--- src/hdl/ledbb_pkg.sv ---
// Package for the LED blink and breathing controller.
// Holds the field widths, command codes, counter limits and the controller state type.
// Has no dependencies; ledbb_next, the top level and the testbench import it.
`default_nettype none

package ledbb_pkg;

  localparam int KIND_W      = 2;
  localparam int SEL_W       = 2;
  localparam int MODE_W      = 3;
  localparam int DIV_W       = 2;
  localparam int TCNT_W      = 3;
  localparam int PHASE_W     = 7;
  localparam int HOLD_W      = 6;
  localparam int IN_TDATA_W  = 8;
  localparam int IN_TUSER_W  = 2;
  localparam int OUT_TDATA_W = 8;
  localparam int OUT_PAD_W   = OUT_TDATA_W - 3;

  localparam logic [PHASE_W-1:0] PWM_PHASE_MAX     = 7'd100;
  localparam logic [PHASE_W-1:0] BREATH_PHASE_INIT = 7'd99;
  localparam logic [PHASE_W-1:0] BREATH_WIDTH_INIT = 7'd100;
  localparam logic [PHASE_W-1:0] RAMP_LOW          = 7'd2;
  localparam logic [HOLD_W-1:0]  HOLD_MAX          = 6'd50;
  localparam logic [DIV_W-1:0]   BLINK_DIV_MAX     = 2'd2;
  localparam logic [TCNT_W-1:0]  TEMP_TOGGLE_MAX   = 3'd6;

  typedef enum logic [KIND_W-1:0] {
    KIND_CMD  = 2'd0,
    KIND_SLOW = 2'd1,
    KIND_FAST = 2'd2
  } kind_t;

  typedef enum logic [SEL_W-1:0] {
    SEL_GREEN = 2'd0,
    SEL_RED   = 2'd1,
    SEL_BOTH  = 2'd2
  } sel_t;

  typedef enum logic [MODE_W-1:0] {
    MODE_OFF    = 3'd0,
    MODE_ON     = 3'd1,
    MODE_BLINK  = 3'd2,
    MODE_TEMP   = 3'd3,
    MODE_BREATH = 3'd4
  } mode_t;

  typedef struct packed {
    logic [KIND_W-1:0] kind;
    logic [SEL_W-1:0]  led_select;
    logic [MODE_W-1:0] mode;
  } ledbb_item_t;

  typedef struct packed {
    mode_t              green_state;
    mode_t              red_state;
    mode_t              saved_state;
    logic [DIV_W-1:0]   blink_div;
    logic [TCNT_W-1:0]  temp_cnt;
    logic               green_pin;
    logic               red_pin;
    logic               breath_en;
    logic [PHASE_W-1:0] pwm_phase;
    logic [HOLD_W-1:0]  hold_cnt;
    logic [PHASE_W-1:0] pulse_width;
    logic               ramp_up;
  } ledbb_state_t;

endpackage

`default_nettype wire

--- src/hdl/ledbb_next.sv ---
// Next-state logic of the LED controller: mode commands, blink divider and breathing PWM.
// Purely combinational; depends on ledbb_pkg.
`default_nettype none

module ledbb_next (
  input  ledbb_pkg::ledbb_state_t state,
  input  ledbb_pkg::ledbb_item_t  item,
  output ledbb_pkg::ledbb_state_t state_nxt
);
  import ledbb_pkg::*;

  function automatic ledbb_state_t apply_mode(ledbb_state_t s, logic [SEL_W-1:0] sel,
                                              logic [MODE_W-1:0] m);
    ledbb_state_t r;
    mode_t        st;
    logic         pin;
    logic         is_green;
    logic         level;
    r        = s;
    is_green = (sel == SEL_GREEN);
    st       = is_green ? s.green_state : s.red_state;
    pin      = is_green ? s.green_pin : s.red_pin;
    level    = (m == MODE_ON);
    if (sel == SEL_GREEN || sel == SEL_RED) begin
      case (m)
        MODE_TEMP: begin
          if (st != MODE_TEMP) begin
            r.saved_state = st;
            st            = MODE_TEMP;
            r.breath_en   = 1'b0;
          end
        end
        MODE_BLINK: begin
          st          = MODE_BLINK;
          r.breath_en = 1'b0;
        end
        MODE_ON: begin
          st          = MODE_ON;
          pin         = 1'b1;
          r.breath_en = 1'b0;
        end
        MODE_OFF: begin
          st          = MODE_OFF;
          pin         = 1'b0;
          r.breath_en = 1'b0;
        end
        MODE_BREATH: begin
          if (is_green) begin
            st            = MODE_BREATH;
            r.pwm_phase   = BREATH_PHASE_INIT;
            r.hold_cnt    = '0;
            r.pulse_width = BREATH_WIDTH_INIT;
            r.ramp_up     = 1'b0;
            r.breath_en   = 1'b1;
          end
        end
        default: begin
          st = MODE_OFF;
          if (!is_green) begin
            pin = 1'b0;
          end
          r.breath_en = 1'b0;
        end
      endcase
      if (is_green) begin
        r.green_state = st;
        r.green_pin   = pin;
      end else begin
        r.red_state = st;
        r.red_pin   = pin;
      end
    end else begin
      r.green_pin = level;
      r.red_pin   = level;
    end
    return r;
  endfunction

  function automatic ledbb_state_t blink_step(ledbb_state_t s, logic [SEL_W-1:0] sel,
                                              mode_t st);
    ledbb_state_t      r;
    logic [DIV_W-1:0]  div;
    logic [TCNT_W-1:0] cnt;
    r   = s;
    div = s.blink_div + 1'b1;
    cnt = s.temp_cnt + 1'b1;
    if (div > BLINK_DIV_MAX) begin
      r.blink_div = '0;
      if (sel == SEL_GREEN) begin
        r.green_pin = ~s.green_pin;
      end else begin
        r.red_pin = ~s.red_pin;
      end
      if (st == MODE_TEMP) begin
        r.temp_cnt = cnt;
        if (cnt > TEMP_TOGGLE_MAX) begin
          r          = apply_mode(r, sel, r.saved_state);
          r.temp_cnt = '0;
        end
      end
    end else begin
      r.blink_div = div;
    end
    return r;
  endfunction

  function automatic ledbb_state_t pwm_step(ledbb_state_t s);
    ledbb_state_t       r;
    logic [PHASE_W-1:0] phase;
    logic [HOLD_W-1:0]  hold;
    logic [PHASE_W-1:0] width;
    logic               ramp;
    r     = s;
    phase = s.pwm_phase + 1'b1;
    hold  = s.hold_cnt;
    width = s.pulse_width;
    ramp  = s.ramp_up;
    if (phase > PWM_PHASE_MAX) begin
      phase = '0;
      hold  = hold + 1'b1;
      if (hold > HOLD_MAX) begin
        hold = '0;
        if (ramp) begin
          width = width + 1'b1;
          if (width > PWM_PHASE_MAX) begin
            ramp = 1'b0;
          end
        end else begin
          width = width - 1'b1;
          if (width < RAMP_LOW) begin
            ramp = 1'b1;
          end
        end
      end
    end
    if (phase == '0) begin
      r.green_pin = 1'b0;
    end else if (phase == width) begin
      r.green_pin = 1'b1;
    end
    r.pwm_phase   = phase;
    r.hold_cnt    = hold;
    r.pulse_width = width;
    r.ramp_up     = ramp;
    return r;
  endfunction

  always_comb begin
    state_nxt = state;
    case (item.kind)
      KIND_CMD: begin
        state_nxt = apply_mode(state, item.led_select, item.mode);
      end
      KIND_SLOW: begin
        if (state.green_state == MODE_BLINK || state.green_state == MODE_TEMP) begin
          state_nxt = blink_step(state, SEL_GREEN, state.green_state);
        end else if (state.red_state == MODE_BLINK || state.red_state == MODE_TEMP) begin
          state_nxt = blink_step(state, SEL_RED, state.red_state);
        end
      end
      KIND_FAST: begin
        if (state.breath_en) begin
          state_nxt = pwm_step(state);
        end
      end
      default: begin
        state_nxt = state;
      end
    endcase
  end

endmodule

`default_nettype wire

--- src/hdl/led_blink_breath_controller_core.sv ---
// Top level of the LED blink and breathing controller: input register, state register,
// output register and stream handshakes. Depends on ledbb_pkg and ledbb_next.
// Path: an accepted item is held in the input register, and its result is then
// registered in the output register.
// Throughput: one item per cycle unless the output stalls; the state register
// updates in the same cycle an item moves from the input to the output register.
// Reset: synchronous, active low; both channel stages empty and all LED state cleared.
`default_nettype none

module led_blink_breath_controller_core (
  input  logic                                clk,
  input  logic                                rst_n,
  input  logic                                in_tvalid,
  output logic                                in_tready,
  // in_tdata: led_select[1:0], mode[4:2], zero [7:5]
  input  logic [ledbb_pkg::IN_TDATA_W-1:0]    in_tdata,
  // in_tuser: kind[1:0]
  input  logic [ledbb_pkg::IN_TUSER_W-1:0]    in_tuser,
  output logic                                out_tvalid,
  input  logic                                out_tready,
  // out_tdata: green_out[0], red_out[1], breathing_active[2], zero [7:3]
  output logic [ledbb_pkg::OUT_TDATA_W-1:0]   out_tdata
);
  import ledbb_pkg::*;

  logic                   in_vld_r;
  ledbb_item_t            item_r;
  ledbb_item_t            item_in;
  ledbb_state_t           state_r;
  ledbb_state_t           state_nxt;
  logic                   out_vld_r;
  logic [OUT_TDATA_W-1:0] out_data_r;
  logic                   advance;

  assign item_in.kind       = in_tuser[KIND_W-1:0];
  assign item_in.led_select = in_tdata[SEL_W-1:0];
  assign item_in.mode       = in_tdata[SEL_W +: MODE_W];

  assign advance    = in_vld_r && (!out_vld_r || out_tready);
  assign in_tready  = !in_vld_r || advance;
  assign out_tvalid = out_vld_r;
  assign out_tdata  = out_data_r;

  ledbb_next u_next (
    .state     (state_r),
    .item      (item_r),
    .state_nxt (state_nxt)
  );

  always_ff @(posedge clk) begin
    if (!rst_n) begin
      in_vld_r  <= 1'b0;
      out_vld_r <= 1'b0;
      state_r   <= '0;
    end else begin
      if (in_tready) begin
        in_vld_r <= in_tvalid;
      end
      if (advance) begin
        state_r   <= state_nxt;
        out_vld_r <= 1'b1;
      end else if (out_tready) begin
        out_vld_r <= 1'b0;
      end
    end
  end

  always_ff @(posedge clk) begin
    if (in_tvalid && in_tready) begin
      item_r <= item_in;
    end
    if (advance) begin
      out_data_r <= {{OUT_PAD_W{1'b0}}, state_nxt.breath_en, state_nxt.red_pin,
                     state_nxt.green_pin};
    end
  end

endmodule

`default_nettype wire

--- config.mk ---
export PLATFORM = sky130hd
export DESIGN_NAME = led_blink_breath_controller_core
export DESIGN_NICKNAME = d
export VERILOG_FILES = /design/src/hdl/ledbb_pkg.sv /design/src/hdl/ledbb_next.sv /design/src/hdl/led_blink_breath_controller_core.sv
export SDC_FILE = /design/constraint.sdc
export NUM_CORES = 1
export LEC_CHECK = 0
export ABC_AREA = 0
export ABC_CLOCK_PERIOD_IN_PS = 7100
export BUFFER_PORTS_ARGS = -buffer_cell sky130_fd_sc_hd__buf_2
export CAP_MARGIN = 10
export CORE_MARGIN = 2
export CORE_UTILIZATION = 65
export DETAILED_ROUTE_END_ITERATION = 7
export GPL_TIMING_DRIVEN = 0
export PLACE_DENSITY = 0.88
export RECOVER_POWER = 50
export SYNTH_ARGS = -nofsm -noshare
export SYNTH_HDL_FRONTEND = slang
export SYNTH_SLANG_ARGS = --single-unit
--- constraint.sdc ---
create_clock -name clk -period 7.1 [get_ports clk]
set_clock_uncertainty 0.2 [all_clocks]
set_input_delay 0.71 -clock clk [delete_from_list [all_inputs] [get_ports clk]]
set_output_delay 0.71 -clock clk [all_outputs]
set_load 0.02 [all_outputs]
==> flow_metrics.py <==
metrics = {
    "sta": {
        "worst_pin_slew_ps": 757.8,
        "fmax_ghz": 0.3048,
        "finalCriticalPeriod_ps": 3280,
        "setup_slack_ps": 3820,
        "maxSlewViolCount": 0,
        "grt_setup_unrepaired": "false",
        "finalSetupTns_ps": 0,
        "period_share": 0.4620,
        "slew_headroom": 0.4909,
        "finalHoldViolCount": 0,
        "setup_violations": 0,
    },
    "power": {
        "p_seq_frac": 0.542,
        "vdd_drop_max_mv": 0.09226,
        "p_total_mw": 0.5535,
        "leakage_nw": 1.356,
        "netSwitchingPower_mw": 0.1265,
        "power_frac_clock": 0.376,
        "swShare": 0.2286,
        "p_int_mw": 0.4270,
        "comb_power_share": 0.082,
        "powerDensity_mw_per_mm2": 141.7,
    },
    "setup_path": {
        "crit_start": "state_r[24]$_SDFFE_PN0P_",
        "r2r_slack_ps": 3820,
        "worstPathMaxFanout": 10,
        "reg2reg_to": "state_r[4]$_SDFFE_PN0P_",
        "reg2regPathDepth": 10,
        "critical_path_class": "flip-flop to flip-flop",
        "arrival_ps": 3280,
        "r2r_start": "state_r[24]$_SDFFE_PN0P_",
        "worstPathRequired_ps": 7100,
        "cp-start-kind": "flip-flop",
        "worst_setup_path_end_kind": "flip-flop",
    },
    "placement": {
        "pre_cts_slack_ps": 3846,
        "routabilityCongestion": 0.9649,
        "port-buffer-count": 14,
        "dp_hpwl_mm": 6.470,
    },
    "cells_and_area": {
        "syn2layout_area_growth_pct": 7.878,
        "nFillCells": 447,
        "drive_gt1_frac": 0.08384,
        "register_area_sq_mm": 0.001101,
        "nNetsFinal": 510,
        "multi_input_area_sq_mm": 0.002345,
        "final_common_cell": "nand2_1",
        "diodes": 0,
        "final_cell_mix": "nand2_1, dfxtp_1, nor2_1",
    },
    "min_path": {
        "hold_start": "state_r[25]$_SDFFE_PN0P_",
        "min_path_type": "flip-flop to flip-flop",
        "hold_depth": 2,
        "hold_path_end": "state_r[25]$_SDFFE_PN0P_",
    },
    "synthesis": {
        "netlist_instances": 463,
        "synth_edf_count": 10,
        "synth-seq-area-share": 0.3041,
        "ys_types": 70,
        "syn_area_sq_mm": 0.003621,
        "synth-seq-cells": 50,
        "ys_warn_count": 0,
        "synth_flop_cell": "dfxtp_1",
        "synth_area_per_cell_sq_um": 7.821,
        "async_reset_ff_frac": 0,
    },
    "grt": {
        "antenna_found_initial": 0,
        "grt_max_degree": 16,
        "grt_pass1_vias": 3248,
        "track_usage": 0.2926,
        "grt_overflow": 0,
        "grt_pass1_wl_mm": 14.63,
    },
    "die": {
        "dieArea_sq_mm": 0.006183,
        "rows": 27,
        "pin_count": 24,
        "coreArea_sq_mm": 0.005439,
        "die_height_um": 78.64,
        "start_util": 0.6657,
        "die_w_um": 78.64,
    },
    "cts": {
        "path_clk_slew_ps": 90,
        "clock_sinks": 50,
        "ctsHtreeMaxLevel": 2,
        "clockBufferDepth": 2,
        "cts_tree": "yes",
        "numCtsBuffers": 5,
        "clk-insertion-delay-late_ps": 300,
        "post-cts-setup-buffers": 0,
        "clockRootBuffer": "clkbuf_8",
        "hold_buffers": 0,
        "cts_resized": 0,
    },
    "route": {
        "drtIter0Drc": 376,
        "firstDrtPassIters": 5,
        "num_vias": 3549,
        "drc": 0,
        "avgViaCountPerCell": 6.326,
        "wl_per_cell_um": 15.48,
        "ant_nets": 0,
        "wirelength_mm": 8.682,
    },
    "flow_run": {
        "max_cap_viol_count": 0,
    },
    "status": {
        "outcome": "finished clean",
    },
}
per-stage QoR:
stage,std cells,cell area [sq um],hold slack [ps],util
CTS,561,3913,294.4,0.7193
floorplan,467,3636,257.8,-
global placement,553,3796,268.2,0.6980
global route,561,3906,310.6,0.7182
finish,561,3906,295.1,0.7182
detailed placement,553,3796,281.6,0.6980
critical path, cell delays in order, from the launching register on:
cell	delay, ps
dfxtp_1	350
ha_1	240
xnor2_1	160
nor3_1	600
and3_1	240
clkbuf_1	210
a31oi_1	110
o21ai_0	360
clkbuf_1	440
nor3_1	80
o21a_1	180
sequential cells by signal, indices dropped and copies added, names as in the netlist:
signal      flops
item_r          7
state_r        38
in_vld_r        1
out_tvalid      1
out_tdata       3
metal layers:
| layer | routed length [um] | share of wire | vias to the layer above | global-route usage |
|---|---|---|---|---|
| met5 | 0 | 0 | - | 0 |
| met4 | 118 | 0.014 | 0 | 0.08947 |
| met3 | 678 | 0.078 | 12 | 0.06437 |
| met2 | 3975 | 0.46 | 153 | 0.4718 |
| met1 | 3909 | 0.45 | 1640 | 0.3917 |
| li1 | - | - | 1744 | - |
cells by family after synthesis:
| family | synth area share |
|---|---|
| simple gates | 0.2861 |
| compound gates | 0.2581 |
| flops | 0.3041 |
| buf+inv | 0.05252 |
| xor+xnor | 0.03386 |
| mux | 0.03663 |
| fa+ha+maj | 0.02764 |
| other cells | 0.001036 |
layout make-up:
cell class	count	area share
clock buffer	7	0.02210
multi-input combinational	373	0.6003
timing repair buffer	14	0.01634
clock inverter	1	0.007687
tap	72	0.02306
buffer	29	0.03427
sequential	50	0.2819
inverter	15	0.01441
cells in the mapped netlist, drive strengths merged, types with 9 or more instances:
master  number  area [sq um]
edfxtp      10         300.3
a21boi      11         82.58
inv         14         52.55
nand3       14         70.07
a21oi       23         126.4
nor2        34         127.6
xnor2       12         105.1
mux2i       11         110.1
clkbuf      20         75.07
nor3        16         80.08
nand2b      12         75.07
o21ai       35         182.7
nand2       49         183.9
a31oi       11         68.82
buf          9         58.80
dfxtp       40         800.8
nor2b       27         168.9
power by group through the flow:
| stage | Combinational, mW | Sequential [mW] | Clock, mW |
|---|---|---|---|
| after floorplan | 0.0317 | 0.307 | 0 |
| after global placement | 0.0440 | 0.306 | 0 |
| after detailed placement | 0.0447 | 0.306 | 0 |
| after CTS | 0.0452 | 0.300 | 0.211 |
| after global routing | 0.0496 | 0.301 | 0.220 |
| final | 0.0453 | 0.300 | 0.208 |
how the worst max path moves through the flow:
stage                                    end  depth (start not counted)
finish               state_r[4]$_SDFFE_PN0P_                         10
global route         state_r[4]$_SDFFE_PN0P_                         10
CTS                  state_r[4]$_SDFFE_PN0P_                         10
detailed placement  state_r[23]$_SDFFE_PN0P_                         10
global placement    state_r[23]$_SDFFE_PN0P_                         10
floorplan             out_tdata[0]$_DFFE_PP_                         10
Power figures use the tool's default switching activity.
